==> config.mk <==
export PLATFORM = sky130hd
export DESIGN_NAME = heap_sort
export DESIGN_NICKNAME = d
export VERILOG_FILES = /design/src/design/hs_pkg.sv /design/src/design/hs_ram.sv /design/src/design/heap_sort.sv
export SDC_FILE = /design/constraint.sdc
export NUM_CORES = 2
export LEC_CHECK = 0
export BUFFER_PORTS_ARGS = -buffer_cell sky130_fd_sc_hd__buf_2
export CORE_MARGIN = 2
export CORE_UTILIZATION = 30
export CTS_CLUSTER_DIAMETER = 80
export DETAILED_ROUTE_END_ITERATION = 6
export SLEW_MARGIN = 10
export SYNTH_ARGS = -nofsm -noshare
export SYNTH_HDL_FRONTEND = slang
export SYNTH_SLANG_ARGS = --single-unit
export TNS_END_PERCENT = 30
==> constraint.sdc <==
create_clock -name clk -period 6.9 [get_ports clk]
set_clock_uncertainty 0.15 [all_clocks]
set_input_delay 1.035 -clock clk [delete_from_list [all_inputs] [get_ports clk]]
set_output_delay 1.035 -clock clk [all_outputs]
set_load 0.02 [all_outputs]
==> src/design/hs_pkg.sv <==
// ============================================================================
// Heap sort package
// Shared constants for the heap sort block and its store.
// ============================================================================
`default_nettype none

package hs_pkg;

    // Width of one element and of one sorted result.
    localparam int DATA_W = 32;

    // Default capacity of the heap store.
    localparam int DEPTH_DEF = 64;

endpackage : hs_pkg

`default_nettype wire

==> src/design/hs_ram.sv <==
// ============================================================================
// Generic RAM
// One write port and one read port with a registered read.
// ============================================================================
`default_nettype none

module hs_ram #(
    parameter int WIDTH = 32,
    parameter int DEPTH = 64
) (
    input  wire logic                     clk,
    input  wire logic                     we,
    input  wire logic [$clog2(DEPTH)-1:0] waddr,
    input  wire logic [WIDTH-1:0]         wdata,
    input  wire logic [$clog2(DEPTH)-1:0] raddr,
    output logic      [WIDTH-1:0]         rdata
);

    logic [WIDTH-1:0] mem_reg [DEPTH];

    always_ff @(posedge clk)
    begin
        if (we)
        begin
            mem_reg[waddr] <= wdata;
        end
        rdata <= mem_reg[raddr];
    end

endmodule : hs_ram

`default_nettype wire

==> src/design/heap_sort.sv <==
// ============================================================================
// Heap sort
// Collects a set of signed values, heapsorts them in one RAM and emits them.
// ============================================================================
// Loading accepts transactions until the one marked last closes the set.
// Sorting is paced by the single read port of the heap RAM: each sift level reads the
// left child, reads the right child, then compares and moves.
// Each sorted result is read from the RAM, captured and then held until m_tready takes it.
// Reset (rst_n low, asynchronous) empties the set; the RAM content is not cleared.
`default_nettype none

module heap_sort
    import hs_pkg::*;
#(
    parameter int DEPTH = DEPTH_DEF
) (
    input  wire logic              clk,
    input  wire logic              rst_n,

    // Input stream.
    input  wire logic              s_tvalid,
    output logic                   s_tready,
    input  wire logic [DATA_W-1:0] s_tdata,   // [31:0] value
    input  wire logic              s_tlast,   // is_last

    // Output stream.
    output logic                   m_tvalid,
    input  wire logic              m_tready,
    output logic      [DATA_W-1:0] m_tdata,   // [31:0] sorted_value
    output logic                   m_tlast,   // last_of_run
    output logic                   m_tuser    // [0] overflowed
);

    // Address width of the store and width of a count that can hold DEPTH itself.
    localparam int AW = $clog2(DEPTH);
    localparam int CW = $clog2(DEPTH + 1);

    // The sequencer. LOAD accepts elements. BUILD_RD/BUILD_LD fetch the node that
    // starts a sift during heap construction. SIFT_L/SIFT_R/SIFT_C form one sift
    // level: read left child, read right child, compare and move. SWAP_RK, SWAP_R0
    // and SWAP_WK exchange the root with the last unsorted slot. EMIT_* read the
    // sorted store out one value at a time.
    typedef enum logic [3:0] {
        ST_LOAD,
        ST_BUILD_RD,
        ST_BUILD_LD,
        ST_SIFT_L,
        ST_SIFT_R,
        ST_SIFT_C,
        ST_SWAP_RK,
        ST_SWAP_R0,
        ST_SWAP_WK,
        ST_EMIT_RD,
        ST_EMIT_CAP,
        ST_EMIT_OUT
    } state_t;

    state_t            state_reg;
    logic [CW-1:0]     count_reg;      // elements stored in the open set
    logic              ovf_reg;        // an element of the open set was dropped
    logic              run_ovf_reg;    // overflow flag of the set being sorted
    logic [CW-1:0]     n_reg;          // size of the set being sorted
    logic [CW-1:0]     k_reg;          // build: node index + 1, sort: swapped slot
    logic [CW-1:0]     size_reg;       // heap size of the current sift
    logic [CW-1:0]     pos_reg;        // hole position of the current sift
    logic              phase_sort_reg; // 0 while building the heap, 1 while sorting
    logic [CW-1:0]     idx_reg;        // next slot to emit
    logic              out_valid_reg;
    logic              out_last_reg;

    // Payload registers.
    logic [DATA_W-1:0] cur_reg;        // value being sifted down
    logic [DATA_W-1:0] lc_val_reg;     // value of the left child
    logic [DATA_W-1:0] out_data_reg;

    // RAM port signals.
    logic              mem_we;
    logic [AW-1:0]     mem_waddr;
    logic [DATA_W-1:0] mem_wdata;
    logic [AW-1:0]     mem_raddr;
    logic [DATA_W-1:0] mem_rdata;

    // Datapath signals.
    logic              in_fire;
    logic              has_room;
    logic [CW-1:0]     count_inc;
    logic [CW:0]       lc_idx;
    logic [CW:0]       rc_idx;
    logic [CW:0]       size_ext;
    logic              lc_ok;
    logic              rc_ok;
    logic              lc_gt;
    logic [DATA_W-1:0] best_val;
    logic              rc_gt;
    logic              move_down;
    logic [CW-1:0]     top_idx;
    logic [DATA_W-1:0] top_val;
    logic              sift_end;

    hs_ram #(
        .WIDTH (DATA_W),
        .DEPTH (DEPTH)
    ) u_store (
        .clk   (clk),
        .we    (mem_we),
        .waddr (mem_waddr),
        .wdata (mem_wdata),
        .raddr (mem_raddr),
        .rdata (mem_rdata)
    );

    // Inputs are taken only while the set is open; nothing else happens then.
    assign s_tready  = (state_reg == ST_LOAD);
    assign in_fire   = s_tvalid && s_tready;
    assign has_room  = (count_reg < CW'(DEPTH));
    assign count_inc = has_room ? (count_reg + CW'(1)) : count_reg;

    // Children of the hole position, one bit wider than a count so they never wrap.
    assign lc_idx   = {pos_reg, 1'b1};
    assign rc_idx   = {pos_reg, 1'b0} + (CW + 1)'(2);
    assign size_ext = {1'b0, size_reg};
    assign lc_ok    = (lc_idx < size_ext);
    assign rc_ok    = (rc_idx < size_ext);

    // The compare step sees the left child in lc_val_reg and the right child on
    // the RAM read data. The larger child moves up when it beats the sifted value.
    assign lc_gt     = ($signed(lc_val_reg) > $signed(cur_reg));
    assign best_val  = lc_gt ? lc_val_reg : cur_reg;
    assign rc_gt     = rc_ok && ($signed(mem_rdata) > $signed(best_val));
    assign move_down = lc_gt || rc_gt;
    assign top_idx   = rc_gt ? rc_idx[CW-1:0] : lc_idx[CW-1:0];
    assign top_val   = rc_gt ? mem_rdata : lc_val_reg;

    // A sift ends when the hole has no child or neither child is larger.
    assign sift_end = ((state_reg == ST_SIFT_L) && !lc_ok) ||
                      ((state_reg == ST_SIFT_C) && !move_down);

    // RAM control. No write lands in the same cycle as a read whose data is used,
    // so the read-before-write behavior of the RAM never shows.
    always_comb
    begin
        mem_we    = 1'b0;
        mem_waddr = pos_reg[AW-1:0];
        mem_wdata = cur_reg;
        mem_raddr = pos_reg[AW-1:0];
        unique case (state_reg)
            ST_LOAD:
            begin
                mem_we    = in_fire && has_room;
                mem_waddr = count_reg[AW-1:0];
                mem_wdata = s_tdata;
            end
            ST_SIFT_L:
            begin
                mem_we    = !lc_ok;
                mem_raddr = lc_idx[AW-1:0];
            end
            ST_SIFT_R:
            begin
                mem_raddr = rc_idx[AW-1:0];
            end
            ST_SIFT_C:
            begin
                mem_we    = 1'b1;
                mem_wdata = move_down ? top_val : cur_reg;
            end
            ST_SWAP_RK:
            begin
                mem_raddr = k_reg[AW-1:0];
            end
            ST_SWAP_R0:
            begin
                mem_raddr = '0;
            end
            ST_SWAP_WK:
            begin
                // The old root goes to the end of the unsorted part.
                mem_we    = 1'b1;
                mem_waddr = k_reg[AW-1:0];
                mem_wdata = mem_rdata;
            end
            ST_EMIT_RD:
            begin
                mem_raddr = idx_reg[AW-1:0];
            end
            ST_BUILD_RD,
            ST_BUILD_LD,
            ST_EMIT_CAP,
            ST_EMIT_OUT:
            begin
            end
            default:
            begin
            end
        endcase
    end

    // Sequencer and registered control outputs.
    always_ff @(posedge clk or negedge rst_n)
    begin
        if (!rst_n)
        begin
            state_reg      <= ST_LOAD;
            count_reg      <= '0;
            ovf_reg        <= 1'b0;
            run_ovf_reg    <= 1'b0;
            n_reg          <= '0;
            k_reg          <= '0;
            size_reg       <= '0;
            pos_reg        <= '0;
            phase_sort_reg <= 1'b0;
            idx_reg        <= '0;
            out_valid_reg  <= 1'b0;
            out_last_reg   <= 1'b0;
        end
        else if (sift_end)
        begin
            if (!phase_sort_reg)
            begin
                if (k_reg > CW'(1))
                begin
                    k_reg     <= k_reg - CW'(1);
                    pos_reg   <= k_reg - CW'(2);
                    state_reg <= ST_BUILD_RD;
                end
                else
                begin
                    // Heap is built; start swapping from the last slot.
                    phase_sort_reg <= 1'b1;
                    k_reg          <= n_reg - CW'(1);
                    state_reg      <= ST_SWAP_RK;
                end
            end
            else
            begin
                if (k_reg > CW'(1))
                begin
                    k_reg     <= k_reg - CW'(1);
                    state_reg <= ST_SWAP_RK;
                end
                else
                begin
                    idx_reg   <= '0;
                    state_reg <= ST_EMIT_RD;
                end
            end
        end
        else
        begin
            unique case (state_reg)
                ST_LOAD:
                begin
                    if (in_fire)
                    begin
                        if (s_tlast)
                        begin
                            // Close the set and clear it for the next one.
                            count_reg      <= '0;
                            ovf_reg        <= 1'b0;
                            run_ovf_reg    <= ovf_reg || !has_room;
                            n_reg          <= count_inc;
                            size_reg       <= count_inc;
                            k_reg          <= count_inc >> 1;
                            pos_reg        <= (count_inc >> 1) - CW'(1);
                            phase_sort_reg <= 1'b0;
                            idx_reg        <= '0;
                            if (count_inc >= CW'(2))
                            begin
                                state_reg <= ST_BUILD_RD;
                            end
                            else if (count_inc == CW'(1))
                            begin
                                state_reg <= ST_EMIT_RD;
                            end
                        end
                        else
                        begin
                            count_reg <= count_inc;
                            ovf_reg   <= ovf_reg || !has_room;
                        end
                    end
                end
                ST_BUILD_RD:
                begin
                    state_reg <= ST_BUILD_LD;
                end
                ST_BUILD_LD:
                begin
                    state_reg <= ST_SIFT_L;
                end
                ST_SIFT_L:
                begin
                    state_reg <= ST_SIFT_R;
                end
                ST_SIFT_R:
                begin
                    state_reg <= ST_SIFT_C;
                end
                ST_SIFT_C:
                begin
                    // The larger child moved up into the hole; follow it down.
                    pos_reg   <= top_idx;
                    state_reg <= ST_SIFT_L;
                end
                ST_SWAP_RK:
                begin
                    state_reg <= ST_SWAP_R0;
                end
                ST_SWAP_R0:
                begin
                    state_reg <= ST_SWAP_WK;
                end
                ST_SWAP_WK:
                begin
                    pos_reg   <= '0;
                    size_reg  <= k_reg;
                    state_reg <= ST_SIFT_L;
                end
                ST_EMIT_RD:
                begin
                    state_reg <= ST_EMIT_CAP;
                end
                ST_EMIT_CAP:
                begin
                    out_valid_reg <= 1'b1;
                    out_last_reg  <= ((idx_reg + CW'(1)) == n_reg);
                    state_reg     <= ST_EMIT_OUT;
                end
                ST_EMIT_OUT:
                begin
                    if (m_tready)
                    begin
                        out_valid_reg <= 1'b0;
                        if (out_last_reg)
                        begin
                            state_reg <= ST_LOAD;
                        end
                        else
                        begin
                            idx_reg   <= idx_reg + CW'(1);
                            state_reg <= ST_EMIT_RD;
                        end
                    end
                end
                default:
                begin
                    state_reg <= ST_LOAD;
                end
            endcase
        end
    end

    // Payload registers follow the sequencer and need no reset.
    always_ff @(posedge clk)
    begin
        unique case (state_reg)
            ST_BUILD_LD,
            ST_SWAP_R0:
            begin
                // Building: the node itself. Swapping: the value from the last slot.
                cur_reg <= mem_rdata;
            end
            ST_SIFT_R:
            begin
                lc_val_reg <= mem_rdata;
            end
            ST_EMIT_CAP:
            begin
                out_data_reg <= mem_rdata;
            end
            ST_LOAD,
            ST_BUILD_RD,
            ST_SIFT_L,
            ST_SIFT_C,
            ST_SWAP_RK,
            ST_SWAP_WK,
            ST_EMIT_RD,
            ST_EMIT_OUT:
            begin
            end
            default:
            begin
            end
        endcase
    end

    assign m_tvalid = out_valid_reg;
    assign m_tdata  = out_data_reg;
    assign m_tlast  = out_last_reg;
    assign m_tuser  = run_ovf_reg;

    // Input and output never run at the same time.
    assert property (@(posedge clk) disable iff (!rst_n) s_tready |-> !m_tvalid)
        else $error("input ready while a result is pending");

    // The fill count of the open set never passes the store capacity.
    assert property (@(posedge clk) disable iff (!rst_n) count_reg <= CW'(DEPTH))
        else $error("element count beyond capacity");

    // The hole of a sift always lies inside the heap being sifted.
    assert property (@(posedge clk) disable iff (!rst_n)
        (state_reg == ST_SIFT_L) |-> (pos_reg < size_reg))
        else $error("sift position outside the heap");

    // After the final result of a set the block returns to accepting input.
    assert property (@(posedge clk) disable iff (!rst_n)
        (m_tvalid && m_tready && m_tlast) |=> (s_tready && !m_tvalid))
        else $error("block did not reopen after the final result");

endmodule : heap_sort

`default_nettype wire

### Word level (Yosys, flattened, before mapping)

Memory sizes are Yosys's and may differ from the RTL's. A register that Yosys moved wholly into a read port is not among the register bits.
Index checks and enable logic that the tools add are counted.

* word-level logic and storage cells: 145
* memory bits (read-only): 0
* register bits: 147
* memory bits (writable): 2048
* memories: 1
* output and inout bits: 36
* latch bits: 0
* bits of input ports: 37

Memory list
* u_store.mem_reg: words 64, width 32, read ports 1, clocked after memory_dff 1, wr ports 1, line hs_ram.sv:19 `logic [WIDTH-1:0] mem_reg [DEPTH];`

* bitwise gates (word level): 1
* add/subtract/negate cells: 7
* reductions and logical operators: 32
* divide/modulo/power cells: 0
* multipliers: 0
* muxes and demuxes: 56
* shifts and indexed selects: 0
* $lt $le $gt $ge: 7
* equal/unequal tests: 26

Operators with widths (number)
* 2-to-1 mux 7 bit: 24
* 2-to-1 mux 32 bit: 3
* one-hot mux 32 bit (3 select lines): 1
* greater-than comparator 32 bit: 2
* one-hot mux 4 bit (10 select lines): 1
* 2-to-1 mux 4 bit: 9
* one-hot mux 6 bit (5 select lines): 1
* one-hot mux 7 bit (2 select lines): 2
* one-hot mux 7 bit (3 select lines): 1
* == test 4 x 3 -> 1 bit (second input constant): 4
* == test 4 bit (second input constant): 4
* < comparator 8 x 7 -> 1 bit: 2
* AND reduction 4 bit: 4
* adder 7 x 1 -> 7 bit (second input constant): 2
* subtractor 7 x 1 -> 7 bit (second input constant): 2
* one-hot mux 6 bit (2 select lines): 1
* 2-to-1 mux 1 bit: 10
* nonzero test 2 bit: 5
* AND reduction 3 bit: 3
* adder 8 x 2 -> 8 bit (second input constant): 1
* == test 4 x 2 -> 1 bit (second input constant): 2
* != test 2 bit (second input constant): 4
* == test 7 x 1 -> 1 bit (second input constant): 1
* == test 7 bit: 1
* other kinds (26): 39

### Depth between registers and ports, before layout

* word-level depth: 10
* depth in mapped cells: 23
* mapped depth without buffers: 20

### By module

From an unflattened synthesis, not the netlist that was laid out.

* cell total of the unflattened synthesis: 4315
* area total of the unflattened synthesis: 88507.4 µm²

Modules (own cells, without submodules)
* hs_ram: area each 78512.8 µm², times used 1, seq. area each 62139.6 µm², cells each 3324
* heap_sort: area each 9994.6 µm², times used 1, seq. area each 4159.0 µm², cells each 991

### Worst setup path after synthesis

No wires, ideal clock.

* kind: register to register
* start: register cur_reg[14]
* end: memory u_store.mem_reg[0][15] (data pin)
* cell stages (with the launch flop): 23
* data arrival time: 5.615 ns
* period minus slack after synthesis: 6.128 ns
* data required time: 6.387 ns
* path buffers: 3
* slack: 0.772 ns
* setup time: 0.363 ns
* path through: edfxtp_1 > inv_1 > ha_1 > nand4_1 > or3_1 > a21oi_1 > o41ai_1 > o211ai_1 > mux2i_1 > buf_2 > buf_2 > mux2i_1 > ha_1 > a21oi_1 > o21ai_1 > a221o_1 > a2111o_1 > o21a_4 > o21ai_4 > clkbuf_1 > o21ai_0 > a21oi_1 > o22a_1

* cells in the longest elaborated chain, start to end: 7
* elaborated cells between the ends (all ways): 8
* those cells by class: order compare: 2; mux: 4; reduce/logical: 2

RTL lines
* start: declaration: line heap_sort.sv:72 `logic [DATA_W-1:0] cur_reg;`
* start signal: assignment: line heap_sort.sv:361 `cur_reg <= mem_rdata;`
* greater-than comparator 32 bit: line heap_sort.sv:127 `assign lc_gt = ($signed(lc_val_reg) > $signed(cur_reg));`
* 2-to-1 mux 32 bit: line heap_sort.sv:128 `assign best_val = lc_gt ? lc_val_reg : cur_reg;`
* greater-than comparator 32 bit: line heap_sort.sv:129 `assign rc_gt = rc_ok && ($signed(mem_rdata) > $signed(best_val));`
* logical AND 1 bit: line heap_sort.sv:129
* 2-to-1 mux 32 bit or logical OR 1 bit (tied branches): line heap_sort.sv:132, heap_sort.sv:130
* 2-to-1 mux 32 bit (*): line heap_sort.sv:165 `mem_wdata = move_down ? top_val : cur_reg;`
* one-hot mux 32 bit (3 select lines) (*): line heap_sort.sv:146 `unique case (state_reg)`
* named net mem_wdata[15]: line heap_sort.sv:79 `logic [DATA_W-1:0] mem_wdata;`
* end: declaration: line hs_ram.sv:19

Mark *: on every way through the listed nets, which the timed path passes. The rest lies on a longest branch.

### Final worst setup path

* start: register cur_reg[11]
* end: register pos_reg[6]

* cells in the longest elaborated chain, start to end: 10
* elaborated cells between the ends (all ways): 17
* those cells by class: order compare: 2; eq/ne: 4; mux: 4; reduce/logical: 7

RTL lines
* greater-than comparator 32 bit: line heap_sort.sv:127
* 2-to-1 mux 32 bit: line heap_sort.sv:128
* greater-than comparator 32 bit: line heap_sort.sv:129
* logical AND 1 bit: line heap_sort.sv:129
* logical OR 1 bit: line heap_sort.sv:130 `assign move_down = lc_gt || rc_gt;`
* zero test 1 bit: line heap_sort.sv:136 `((state_reg == ST_SIFT_C) && !move_down);`
* logical AND 1 bit: line heap_sort.sv:136
* logical OR 1 bit: line heap_sort.sv:135 `assign sift_end = ((state_reg == ST_SIFT_L) && !lc_ok) ||`
* != test 3 x 1 -> 1 bit (no line) (tied with other cells)
* AND reduction 5 bit (no line)
* end signal: assignment: line heap_sort.sv:223 `pos_reg <= k_reg - CW'(2);`
* end signal: assignment: line heap_sort.sv:264 `pos_reg <= (count_inc >> 1) - CW'(1);`
* end signal: assignment: line heap_sort.sv:302 `pos_reg <= top_idx;`
* end: declaration: line heap_sort.sv:65 `logic [CW-1:0] pos_reg;`

Several ways; a longest one is shown, not always the timed one.
A chain may end at the register's enable or synchronous reset.

==> flow_metrics.py <==
metrics = {
    "clocking": {
        "clock_latency_ps": 920,
        "clock_path_buffers": 3,
        "cts_tree": "yes",
        "post_cts_buffers": 0,
        "cts-root-buf": "clkbuf_16",
        "path_clk_slew_ps": 60,
        "cts_buffers": 225,
        "cts_hold_buf": 0,
        "clock_sinks": 2227,
        "h-tree-depth": 4,
    },
    "floorplan": {
        "start_util_pct": 30.1,
        "io_pins": 73,
        "rows": 203,
        "die_area_sq_um": 312000,
        "die_w_um": 558,
        "fp.coreArea_sq_um": 306000,
        "die_h_um": 558,
    },
    "detailed_routing": {
        "viasPerCell": 5.41,
        "vias": 62600,
        "first_pass_iters": 7,
        "post_drt_wl_per_cell_um": 26.2,
        "wl_mm": 304,
        "drc": 0,
        "drt-initial-drc-count": 8936,
        "ant_nets": 0,
    },
    "sta": {
        "worst_slack_ps": 407,
        "fmax_mhz": 154,
        "slew-limit-headroom_pct": 6.68,
        "tns_ps": 0,
        "min_period_ps": 6490,
        "finalSetupViolations": 0,
        "fin_crit_sh_pct": 94.1,
        "worstMarginPinSlew_ps": 1400,
        "finalMaxSlewViolations": 0,
        "fin_hold_ws_ps": 144,
        "hold_viol": 0,
        "rsz0062_at_grt": "false",
    },
    "logic_synthesis": {
        "seq_area_frac_synth_pct": 72.0,
        "async_flop_share_pct": 2.29,
        "yosysWarnings": 0,
        "synth_cell_types": 84,
        "yosys.area_share.xor_xnor_pct": 0.409,
        "syn_avg_cell_area_sq_um": 12.7,
        "synth_top_family_by_area": "simple AND/OR/NAND/NOR gates",
        "netlist_top_cells_area": "edfxtp_1 70%, nand2_1 8.8%, nand3_1 5.0%",
        "yosys.area.top_type_share_pct": 69.9,
        "synth-main-ff-cell": "edfxtp_1",
        "synthMuxAreaShare_pct": 0.524,
        "synthAdderAreaFrac_pct": 1.18,
        "syn_inst": 7253,
        "synth_nets": 7377,
        "synth_area_sq_um": 92100,
        "ys_ff_latch": 2227,
        "synth_largest_area_cell": "edfxtp_1",
        "synth_compound_area_share_pct": 6.49,
        "synth_edf_count": 2144,
        "synthSimpleGateAreaFrac_pct": 16.9,
    },
    "outcome": {
        "status": "finished, final reports clean",
    },
    "global_route": {
        "grt_pass1_vias": 59200,
        "grt.total_usage_pct": 19.0,
        "grt.overflow.total": 0,
        "grt_max_degree": 154,
        "use_met2_pct": 29.8,
        "met3_usage_pct": 3.26,
        "antenna_found_initial": 10,
        "busiest_layer": "met2",
        "grt_pass1_wl_mm": 432,
        "grtUsageMet1_pct": 25.8,
    },
    "critical_path": {
        "regToRegStartpoint": "cur_reg[11]",
        "critical_path_class": "reg2reg",
        "r2r_cells": 22,
        "reg2reg_setup_slack_ps": 410,
        "worstPathMaxFanout": 24,
        "critPathArrivalTime_ps": 7080,
        "cp-start-kind": "flop",
        "critPathLaunch": "cur_reg[11]",
        "worstPathRequired_ps": 7490,
        "endpoint_kind": "flop",
    },
    "run": {
        "cap_viol_max_count": 0,
    },
    "placement": {
        "routabilityCongestion": 0.882,
        "portBuffers": 72,
        "dp_hpwl_mm": 163,
        "dpl_worst_slack_ps": 90.4,
    },
    "final_layout": {
        "nFillCells": 29500,
        "largest_register_ffs": 2048,
        "drive_gt1_share_pct": 10.2,
        "nets": 7406,
        "syn_to_final_growth_pct": 15.3,
        "multi_input_area_sq_um": 24200,
        "ff_latch_area_sq_um": 66300,
    },
    "min_path": {
        "min_path_type": "in2async",
    },
}
-- synthesized netlist by cell type, types with 6 or more instances --
library cell and n:
o22a_1 32, edfxtp_1 2144, dfrtp_1 51, ha_1 87
nor2b_1 20, mux2i_1 39, buf_2 173, inv_1 56
nand2b_1 6, xor2_1 17, nor2_1 118, nand3_1 922
a21o_1 10, dfxtp_1 32, a21oi_1 84, nand2_1 2161
a311o_1 256, o211ai_1 15, o21ai_0 68, buf_1 49
and3_1 262, a21boi_0 6, nor3_1 19, a211oi_1 6
o21a_1 10, nand4_1 49, clkbuf_1 266, a311oi_1 128
xnor2_1 26, a22oi_1 36, or3_1 7
-- metrics by stage --
| stage | cell area, sq um | cells | util [%] |
|---|---|---|---|
| 2_1_floorplan | 92100 | 7253 | - |
| 3_3_place_gp | 98700 | 11200 | 32.3 |
| 3_5_place_dp | 98700 | 11200 | 32.3 |
| 4_1_cts | 106000 | 11600 | 34.7 |
| 5_1_grt | 106000 | 11600 | 34.7 |
| 6_report | 106000 | 11600 | 34.7 |
-- layout by cell type, fill, tap and decap left out, types with 15 or more instances in the layout --
cell type / instances
nand2_1: 2160
edfxtp_1: 2144
nand3_1: 922
and3_1: 262
a311o_1: 256
clkbuf_16: 225
buf_4: 158
a311oi_1: 128
ha_1: 87
a21oi_1: 84
buf_2: 72
o21ai_0: 68
nor2_4: 68
buf_12: 66
inv_1: 56
dfrtp_1: 51
nor2_1: 50
nand4_1: 49
clkinv_2: 49
clkbuf_1: 48
clkinv_1: 44
mux2i_1: 38
a22oi_1: 36
dfxtp_1: 32
xnor2_1: 26
o22a_2: 23
bufinv_16: 23
nor2b_1: 18
xor2_1: 17
nor3_1: 17
o211ai_1: 15
-- logic make-up (layout without fill, tap and decap cells) --
kind of cell,Yosys count,count (layout)
and+or+nand+nor,3585,3585
DFF,2227,2227
AOI/OAI and AO/OA,712,712
buffers and inverters,552,779
adders and majority gates,87,87
muxes,47,47
xor gates and xnor gates,43,43
other,0,6
-- cell type report --
| type | count | share of cell area [%] |
|---|---|---|
| diodes | 6 | 0.0141 |
| clock buffers | 281 | 5.57 |
| clock inverters | 144 | 1.46 |
| inverters | 58 | 0.205 |
| multi-input cells | 4474 | 22.8 |
| flip-flops and latches | 2227 | 62.4 |
| well taps | 4100 | 4.83 |
| repair buffers | 296 | 2.70 |
-- timing repair --
item,4_1_cts,5_1_grt
gates resized for setup,0,6
endpoints found under the setup margin,0,366
endpoints found under the hold margin,0,0
-- final timing paths --
kind / end
hold reg to reg: size_reg[0]
setup reg to reg: pos_reg[6]
hold / removal: m_tuser
setup / recovery: pos_reg[6]
max in group asynchronous: m_tvalid
min in group clk: size_reg[0]
-- routing by layer --
layer,vias up,part of all wire (%)
met5,-,0.0069
met2,3469,45
met3,559,9.9
met4,4,4.4
met1,31700,40
li1,26900,-
-- critical path: stages (launching register included) --
cell	delay [ps]
edfxtp_1	380
inv_1	60
ha_1	300
nand4_1	160
or3_1	430
a21oi_1	200
o41ai_2	130
o211ai_1	170
mux2i_4	380
buf_4	260
mux2i_1	290
ha_1	310
a21oi_1	160
nand2_1	80
a221o_1	300
a2111o_1	500
o21a_4	260
o21ai_4	200
buf_4	260
buf_4	320
a31o_4	410
a21o_2	260
mux2_1	330
Power is not shown: default switching activity piles up to over one toggle a cycle in this logic, so the estimate is an artifact.
